==> src/sv/crgq_pkg.sv <==
`default_nettype none
// ----------------------------------------------------------------------------
// crgq_pkg
// Shared constants and codes for the counted resource grant queue.
// ----------------------------------------------------------------------------
package crgq_pkg;

  localparam int CLASS_COUNT = 4;
  localparam int QUEUE_DEPTH = 16;
  localparam int REG_COUNT   = 4;

  localparam int CLS_IDX_W = (CLASS_COUNT > 1) ? $clog2(CLASS_COUNT) : 1;
  localparam int QPTR_W    = $clog2(QUEUE_DEPTH);
  localparam int FILL_W    = $clog2(QUEUE_DEPTH + 1);
  localparam int ADDR_W    = (CLASS_COUNT * QUEUE_DEPTH > 1) ?
                             $clog2(CLASS_COUNT * QUEUE_DEPTH) : 1;

  localparam int COUNT_W   = 8;
  localparam int TAG_W     = 32;
  localparam int CLASS_W   = 2;
  localparam int MODE_W    = 2;
  localparam int KIND_W    = 2;
  localparam int TDATA_W   = 40;
  localparam int PADDR_W   = 4;

  localparam logic [COUNT_W-1:0] COUNT_MAX = 8'hFF;

  // item modes
  localparam logic [MODE_W-1:0] MODE_ALLOC   = 2'd0;
  localparam logic [MODE_W-1:0] MODE_RELEASE = 2'd1;
  localparam logic [MODE_W-1:0] MODE_INIT    = 2'd2;

  // result kinds
  localparam logic [KIND_W-1:0] KIND_GRANT     = 2'd0;
  localparam logic [KIND_W-1:0] KIND_DROPPED   = 2'd1;
  localparam logic [KIND_W-1:0] KIND_SATURATED = 2'd2;

endpackage : crgq_pkg
`default_nettype wire

==> src/sv/counted_resource_grant_queue.sv <==
`default_nettype none
// Latency: a result appears on the master side in the cycle after its item is
// accepted; a release handed to a waiting tag passes the tag memory read, then the output register.
// Throughput: one item per cycle while results are taken at once; a release
// with waiters holds the slave side until the tag read from memory is loaded into the output register.
// Reset: synchronous, clears counts, queue pointers, fill levels, registers;
// the tag memory is not cleared and needs no clearing pass.
// ----------------------------------------------------------------------------
// counted_resource_grant_queue
// Counting semaphore per resource class with a FIFO wait queue of request
// tags held in one synchronous memory, one region per class.
// ----------------------------------------------------------------------------
module counted_resource_grant_queue (
  input  wire logic                         clk,
  input  wire logic                         rst,
  // slave side
  input  wire logic                         s_tvalid,
  output logic                              s_tready,
  input  wire logic [crgq_pkg::TDATA_W-1:0] s_tdata,  // [1:0] resource_class, [33:2] request_tag
  input  wire logic [crgq_pkg::MODE_W-1:0]  s_tuser,  // [1:0] mode
  // master side
  output logic                              m_tvalid,
  input  wire logic                         m_tready,
  output logic [crgq_pkg::TDATA_W-1:0]      m_tdata,  // [1:0] granted_class, [33:2] granted_tag
  output logic [crgq_pkg::KIND_W-1:0]       m_tuser,  // [1:0] result_kind
  // configuration
  input  wire logic                         psel,
  input  wire logic                         penable,
  input  wire logic                         pwrite,
  input  wire logic [crgq_pkg::PADDR_W-1:0] paddr,
  input  wire logic [31:0]                  pwdata,
  output logic [31:0]                       prdata,
  output logic                              pready
);
  import crgq_pkg::*;

  localparam logic ST_IDLE = 1'b0;
  localparam logic ST_READ = 1'b1;

  // configuration registers
  logic [COUNT_W-1:0] init_reg [REG_COUNT];

  // per-class control state
  logic [COUNT_W-1:0] free_units [CLASS_COUNT];
  logic [QPTR_W-1:0]  queue_head [CLASS_COUNT];
  logic [QPTR_W-1:0]  queue_tail [CLASS_COUNT];
  logic [FILL_W-1:0]  queue_fill [CLASS_COUNT];

  // tag memory, one region of QUEUE_DEPTH entries per class
  logic [TAG_W-1:0]   tag_mem [CLASS_COUNT*QUEUE_DEPTH];
  logic [TAG_W-1:0]   rd_data;
  logic [CLASS_W-1:0] rd_cls;

  logic state;

  // item fields
  logic [MODE_W-1:0]  in_mode;
  logic [CLASS_W-1:0] in_cls;
  logic [TAG_W-1:0]   in_tag;
  logic [7:0]         cls_ext;
  logic [CLS_IDX_W-1:0] cls_idx;
  logic               cls_ok;
  logic               accept;
  logic               out_load;

  logic [COUNT_W-1:0] cur_free;
  logic [QPTR_W-1:0]  cur_head;
  logic [QPTR_W-1:0]  cur_tail;
  logic [FILL_W-1:0]  cur_fill;
  logic [QPTR_W-1:0]  head_inc;
  logic [QPTR_W-1:0]  tail_inc;
  logic [ADDR_W-1:0]  region_base;

  logic               mem_we;
  logic               mem_re;
  logic [ADDR_W-1:0]  mem_waddr;
  logic [ADDR_W-1:0]  mem_raddr;

  logic [1:0]         cfg_idx;
  logic               cfg_we;

  assign in_mode = s_tuser;
  assign in_cls  = s_tdata[CLASS_W-1:0];
  assign in_tag  = s_tdata[CLASS_W+TAG_W-1:CLASS_W];
  assign cls_ext = {{(8-CLASS_W){1'b0}}, in_cls};
  assign cls_idx = cls_ext[CLS_IDX_W-1:0];
  assign cls_ok  = (int'(cls_ext) < CLASS_COUNT);

  // one item at a time; a waiting result is taken the same cycle or not at all
  assign s_tready = (state == ST_IDLE) && (!m_tvalid || m_tready);
  assign accept   = s_tvalid && s_tready;

  assign cur_free = free_units[cls_idx];
  assign cur_head = queue_head[cls_idx];
  assign cur_tail = queue_tail[cls_idx];
  assign cur_fill = queue_fill[cls_idx];

  // pointer wrap that also holds for a depth that is not a power of two
  assign head_inc = (int'(cur_head) == QUEUE_DEPTH - 1) ? '0 : cur_head + 1'b1;
  assign tail_inc = (int'(cur_tail) == QUEUE_DEPTH - 1) ? '0 : cur_tail + 1'b1;

  assign region_base = ADDR_W'(int'(cls_idx) * QUEUE_DEPTH);
  assign mem_waddr   = region_base + ADDR_W'(cur_tail);
  assign mem_raddr   = region_base + ADDR_W'(cur_head);

  // push: allocate that cannot be granted and finds room
  assign mem_we = accept && cls_ok && (in_mode == MODE_ALLOC) &&
                  !((cur_free != '0) && (cur_fill == '0)) &&
                  (int'(cur_fill) < QUEUE_DEPTH);
  // pop: release with a waiting tag
  assign mem_re = accept && cls_ok && (in_mode == MODE_RELEASE) && (cur_fill != '0);

  // output register loads: grant at once, drop on a full queue, saturated
  // release, or the tag of a waiter coming back from memory
  assign out_load = (state == ST_READ) ||
                    (accept && cls_ok && (in_mode == MODE_ALLOC) &&
                     (((cur_free != '0) && (cur_fill == '0)) ||
                      (int'(cur_fill) >= QUEUE_DEPTH))) ||
                    (accept && cls_ok && (in_mode == MODE_RELEASE) &&
                     (cur_fill == '0) && (cur_free == COUNT_MAX));

  always_ff @(posedge clk) begin
    if (mem_we) begin
      tag_mem[mem_waddr] <= in_tag;
    end
    if (mem_re) begin
      rd_data <= tag_mem[mem_raddr];
      rd_cls  <= in_cls;
    end
  end

  // APB: always ready, four byte-aligned registers
  assign pready  = 1'b1;
  assign cfg_idx = paddr[3:2];
  assign cfg_we  = psel && penable && pwrite;
  assign prdata  = {{(32-COUNT_W){1'b0}}, init_reg[cfg_idx]};

  always_ff @(posedge clk) begin
    if (rst) begin
      for (int i = 0; i < REG_COUNT; i++) begin
        init_reg[i] <= '0;
      end
    end else if (cfg_we) begin
      init_reg[cfg_idx] <= pwdata[COUNT_W-1:0];
    end
  end

  // control path
  always_ff @(posedge clk) begin
    if (rst) begin
      state    <= ST_IDLE;
      m_tvalid <= 1'b0;
      for (int i = 0; i < CLASS_COUNT; i++) begin
        free_units[i] <= '0;
        queue_head[i] <= '0;
        queue_tail[i] <= '0;
        queue_fill[i] <= '0;
      end
    end else begin
      if (out_load) begin
        m_tvalid <= 1'b1;
      end else if (m_tvalid && m_tready) begin
        m_tvalid <= 1'b0;
      end
      unique case (state)
        ST_IDLE: begin
          if (accept) begin
            if (in_mode == MODE_INIT) begin
              for (int i = 0; i < CLASS_COUNT; i++) begin
                free_units[i] <= (i < REG_COUNT) ? init_reg[i] : '0;
                queue_head[i] <= '0;
                queue_tail[i] <= '0;
                queue_fill[i] <= '0;
              end
            end else if (cls_ok && (in_mode == MODE_ALLOC)) begin
              if ((cur_free != '0) && (cur_fill == '0)) begin
                // granted at once
                free_units[cls_idx] <= cur_free - 1'b1;
                m_tuser  <= KIND_GRANT;
                m_tdata  <= {{(TDATA_W-TAG_W-CLASS_W){1'b0}}, in_tag, in_cls};
              end else if (int'(cur_fill) >= QUEUE_DEPTH) begin
                // queue full, tag dropped
                m_tuser  <= KIND_DROPPED;
                m_tdata  <= {{(TDATA_W-TAG_W-CLASS_W){1'b0}}, in_tag, in_cls};
              end else begin
                queue_tail[cls_idx] <= tail_inc;
                queue_fill[cls_idx] <= cur_fill + 1'b1;
              end
            end else if (cls_ok && (in_mode == MODE_RELEASE)) begin
              if (cur_fill != '0) begin
                // oldest waiter gets the unit; tag comes back next cycle
                queue_head[cls_idx] <= head_inc;
                queue_fill[cls_idx] <= cur_fill - 1'b1;
                state <= ST_READ;
              end else if (cur_free == COUNT_MAX) begin
                m_tuser  <= KIND_SATURATED;
                m_tdata  <= {{(TDATA_W-CLASS_W){1'b0}}, in_cls};
              end else begin
                free_units[cls_idx] <= cur_free + 1'b1;
              end
            end
            // unused mode or class out of range: no effect
          end
        end
        ST_READ: begin
          // output register is free here: it was empty or drained at accept
          m_tuser  <= KIND_GRANT;
          m_tdata  <= {{(TDATA_W-TAG_W-CLASS_W){1'b0}}, rd_data, rd_cls};
          state    <= ST_IDLE;
        end
        default: state <= ST_IDLE;
      endcase
    end
  end

endmodule : counted_resource_grant_queue
`default_nettype wire
==> config.mk <==
export PLATFORM = sky130hd
export DESIGN_NAME = counted_resource_grant_queue
export DESIGN_NICKNAME = d
export VERILOG_FILES = /design/src/sv/crgq_pkg.sv /design/src/sv/counted_resource_grant_queue.sv
export SDC_FILE = /design/constraint.sdc
export NUM_CORES = 2
export LEC_CHECK = 0
export BUFFER_PORTS_ARGS = -buffer_cell sky130_fd_sc_hd__buf_2
export CORE_MARGIN = 1
export CORE_UTILIZATION = 50
export CTS_CLUSTER_DIAMETER = 40
export DETAILED_ROUTE_END_ITERATION = 6
export GPL_ROUTABILITY_DRIVEN = 0
export PLACE_DENSITY = 0.68
export SKIP_CTS_REPAIR_TIMING = 1
export SLEW_MARGIN = 15
export SYNTH_ARGS = -nofsm -noshare
export SYNTH_HDL_FRONTEND = slang
export SYNTH_SLANG_ARGS = --single-unit
==> constraint.sdc <==
create_clock -name clk -period 4.25 [get_ports clk]
set_input_delay 0.425 -clock clk [delete_from_list [all_inputs] [get_ports clk]]
set_output_delay 0.425 -clock clk [all_outputs]
set_load 0.05 [all_outputs]
==> flow_summary.toml <==
[power_and_ir_drop]
powerDensity_mw_per_mm2 = 503
power_leakage_nw = 33.5
peakVddDrop_uv = 479

[critical_path]
r2r_cells = 12
cp.required_ns = 4.86
start_kind = "flip-flop"
path_max_fanout = 4
crit_type = "reg2reg"
cp.depth = 12
cp_cell_sequence = "mux4_2 -> or3_1 -> or2_1 -> or3_1 -> buf_4 -> fa_1 -> a21o_1 -> a21oi_1 -> o21bai_1 -> a21oi_1 -> xor2_1 -> o21ai_0"
endpoint_kind = "flip-flop"
slowest_delay_ns = 0.48
path_buf_inv = 1
crit_family = "simple AND/OR/NAND/NOR gates"
cp_slowest_cell = "mux4_2"
crit_arrival_ns = 4.51

[sta]
relSlewSlack_pct = 25.4
setup_viol = 0
rsz0062_at_grt = "no"
max_freq_mhz = 256
tns_ns = 0
period_share_pct = 91.7
worstMarginPinSlew_ns = 1.12
layout_min_cycle_time_ns = 3.90
hold_viol_final = 0
slew_violations = 0
fin_skew_ns = 0.0778
fin_ws_ns = 0.351

[floorplan]
rows = 152
die_h_um = 418
core_area_mm2 = 0.172
die-area_mm2 = 0.175
io_pins = 162
initial_core_util_pct = 50.4
die_w_um = 418

[finish]
nFillCells = 11800
drive_gt1_share_pct = 31.9
largest_reg_flops = 2048
final_common_cell = "edfxtp_1"
largest-register = "tag_mem"
nets = 4464
design_area_mm2 = 0.102
mostFrequentLayoutCells = "edfxtp_1, mux4_2, clkbuf_16"
top_regs = "tag_mem (2048), m_tdata (34)"
area_delta_synth_final_pct = 18.3

[synthesis]
synth_edf_count = 2234
synth_seq_cells = 2236
ys.flop_type = "edfxtp_1"
synthCells = 3865
syn_area_mm2 = 0.0866
async_flop_share_pct = 0
syn_avg_cell_area_um2 = 22.4
synth_area_leaders = "edfxtp_1, mux4_2, mux2i_1"
ys.warnings.count = 0
yosysTopAreaCell = "edfxtp_1"
yosysTopAreaCellShare_pct = 77.5
synth_cell_types = 52
ys_seq_area_share_pct = 77.5

[route]
first_pass_iters = 5
num_vias = 42300
viasPerCell = 6.13
drt_iter0_markers = 5355
antenna_left = 0
drt-total-wl_um = 212000
drcViolationCount = 0
avgRoutedWirePerCell_um = 30.8

[placement]
placed_cell_area_mm2 = 0.0930
dpl.hpwl_um = 123000
io_buffers = 98
place_ws_ns = -0.0409

[clock_network]
path_clk_slew_ns = 0.06
cts-root-buf = "clkbuf_16"
cts_tree = "yes"
cts_sinks = 2236
worstSkewPairLatency_ns = 0.93
cts-htree-levels = 5
cts_buffer_depth = 4
cts_buffers = 292

[job]
max_cap_viol_count = 0

[global_route]
grt_pass1_wl_um = 301000
use_met3_pct = 5.99
grt_max_degree = 91
grt-busiest-layer = "met2"
first_global_vias = 42800
use_met1_pct = 32.9
grt_use_met2_pct = 39.2
track_usage_pct = 24.4
overflow = 0
grt_antenna_before_repair = 32

[status]
status = "completed"

[min_path]
holdPathStages = 1
hold_path_class = "in2reg"
power by group:
part / switching [mW] / internal [mW]
logic: 2.03 / 1.44
registers: 0.0366 / 24.4
clock network: 9.27 / 14.4
final timing paths:
path / from / endpoint / slack [ns]
max: queue_fill[3][0]$_SDFFCE_PN0P_ / free_units[3][6]$_DFFE_PP_ / 0.35
min: s_tdata[8] / tag_mem[41][6]$_DFFE_PP_ / 0.02
max reg2reg: queue_fill[3][0]$_SDFFCE_PN0P_ / free_units[3][6]$_DFFE_PP_ / 0.35
min reg2reg: init_reg[3][5]$_DFFE_PP_ / free_units[3][5]$_DFFE_PP_ / 0.55
final cells by class:
cell class              count  area [µm²]  share of cell area, %
diodes                      8        20.0                 0.0195
clock buffers             335        7620                   7.43
clock inverters           169        1740                   1.69
inverters                   7        26.3                 0.0256
multi-input cells        1420       18800                   18.3
flip-flops and latches   2236       67100                   65.5
well taps                2310        2890                   2.82
repair buffers            409        4260                   4.16
Yosys cell counts, types with 7 or more instances:
cell,n
mux2i_1,255
buf_6,31
clkbuf_1,97
or3_1,7
a22o_1,32
buf_2,28
buf_1,32
o22ai_1,125
nand2_1,79
o21ai_0,13
a21oi_1,13
nor2_1,131
o21ai_1,25
and2_1,38
buf_4,43
inv_1,7
mux4_2,539
or4_1,31
edfxtp_1,2234
nand3_1,11
nand2b_1,10
ha_1,11
xnor2_1,7
metrics by stage:
stage               hold slack, ns  power, mW  utilization, %  std cells
floorplan                    0.516       27.1               -       3894
global route              0.000897       52.9            59.7       6888
detailed placement           0.538       28.4            54.1       6369
finish                      0.0216       51.6            59.7       6894
CTS                         -0.208       51.9            59.6       6873
global placement             0.537       28.3            54.1       6369
per-layer routing:
| layer | up-vias | routed length, µm |
|---|---|---|
| met4 | 8 | 6240 |
| met5 | - | 54 |
| met1 | 22400 | 81500 |
| met3 | 342 | 20400 |
| met2 | 2156 | 104000 |
| li1 | 17300 | - |
cells by family after synthesis:
group           Yosys count  synth area share (%)
fa+ha+maj                13                 0.205
other cells               2               0.00867
compound gates          227                  1.70
simple gates            339                  1.89
mux                     797                  17.0
xor+xnor                 13                 0.140
flops                  2236                  77.5
buf+inv                 238                  1.53
worst reg2reg max path, delay by kind of cell, from the launching register on:
family	cells	cell delay, ns
fa+ha+maj	1	0.43
simple gates	3	1.04
mux	1	0.48
buf+inv	1	0.16
flops	1	0.37
xor+xnor	1	0.33
compound gates	5	0.80
No activity file was read; power rests on OpenSTA's default activity.
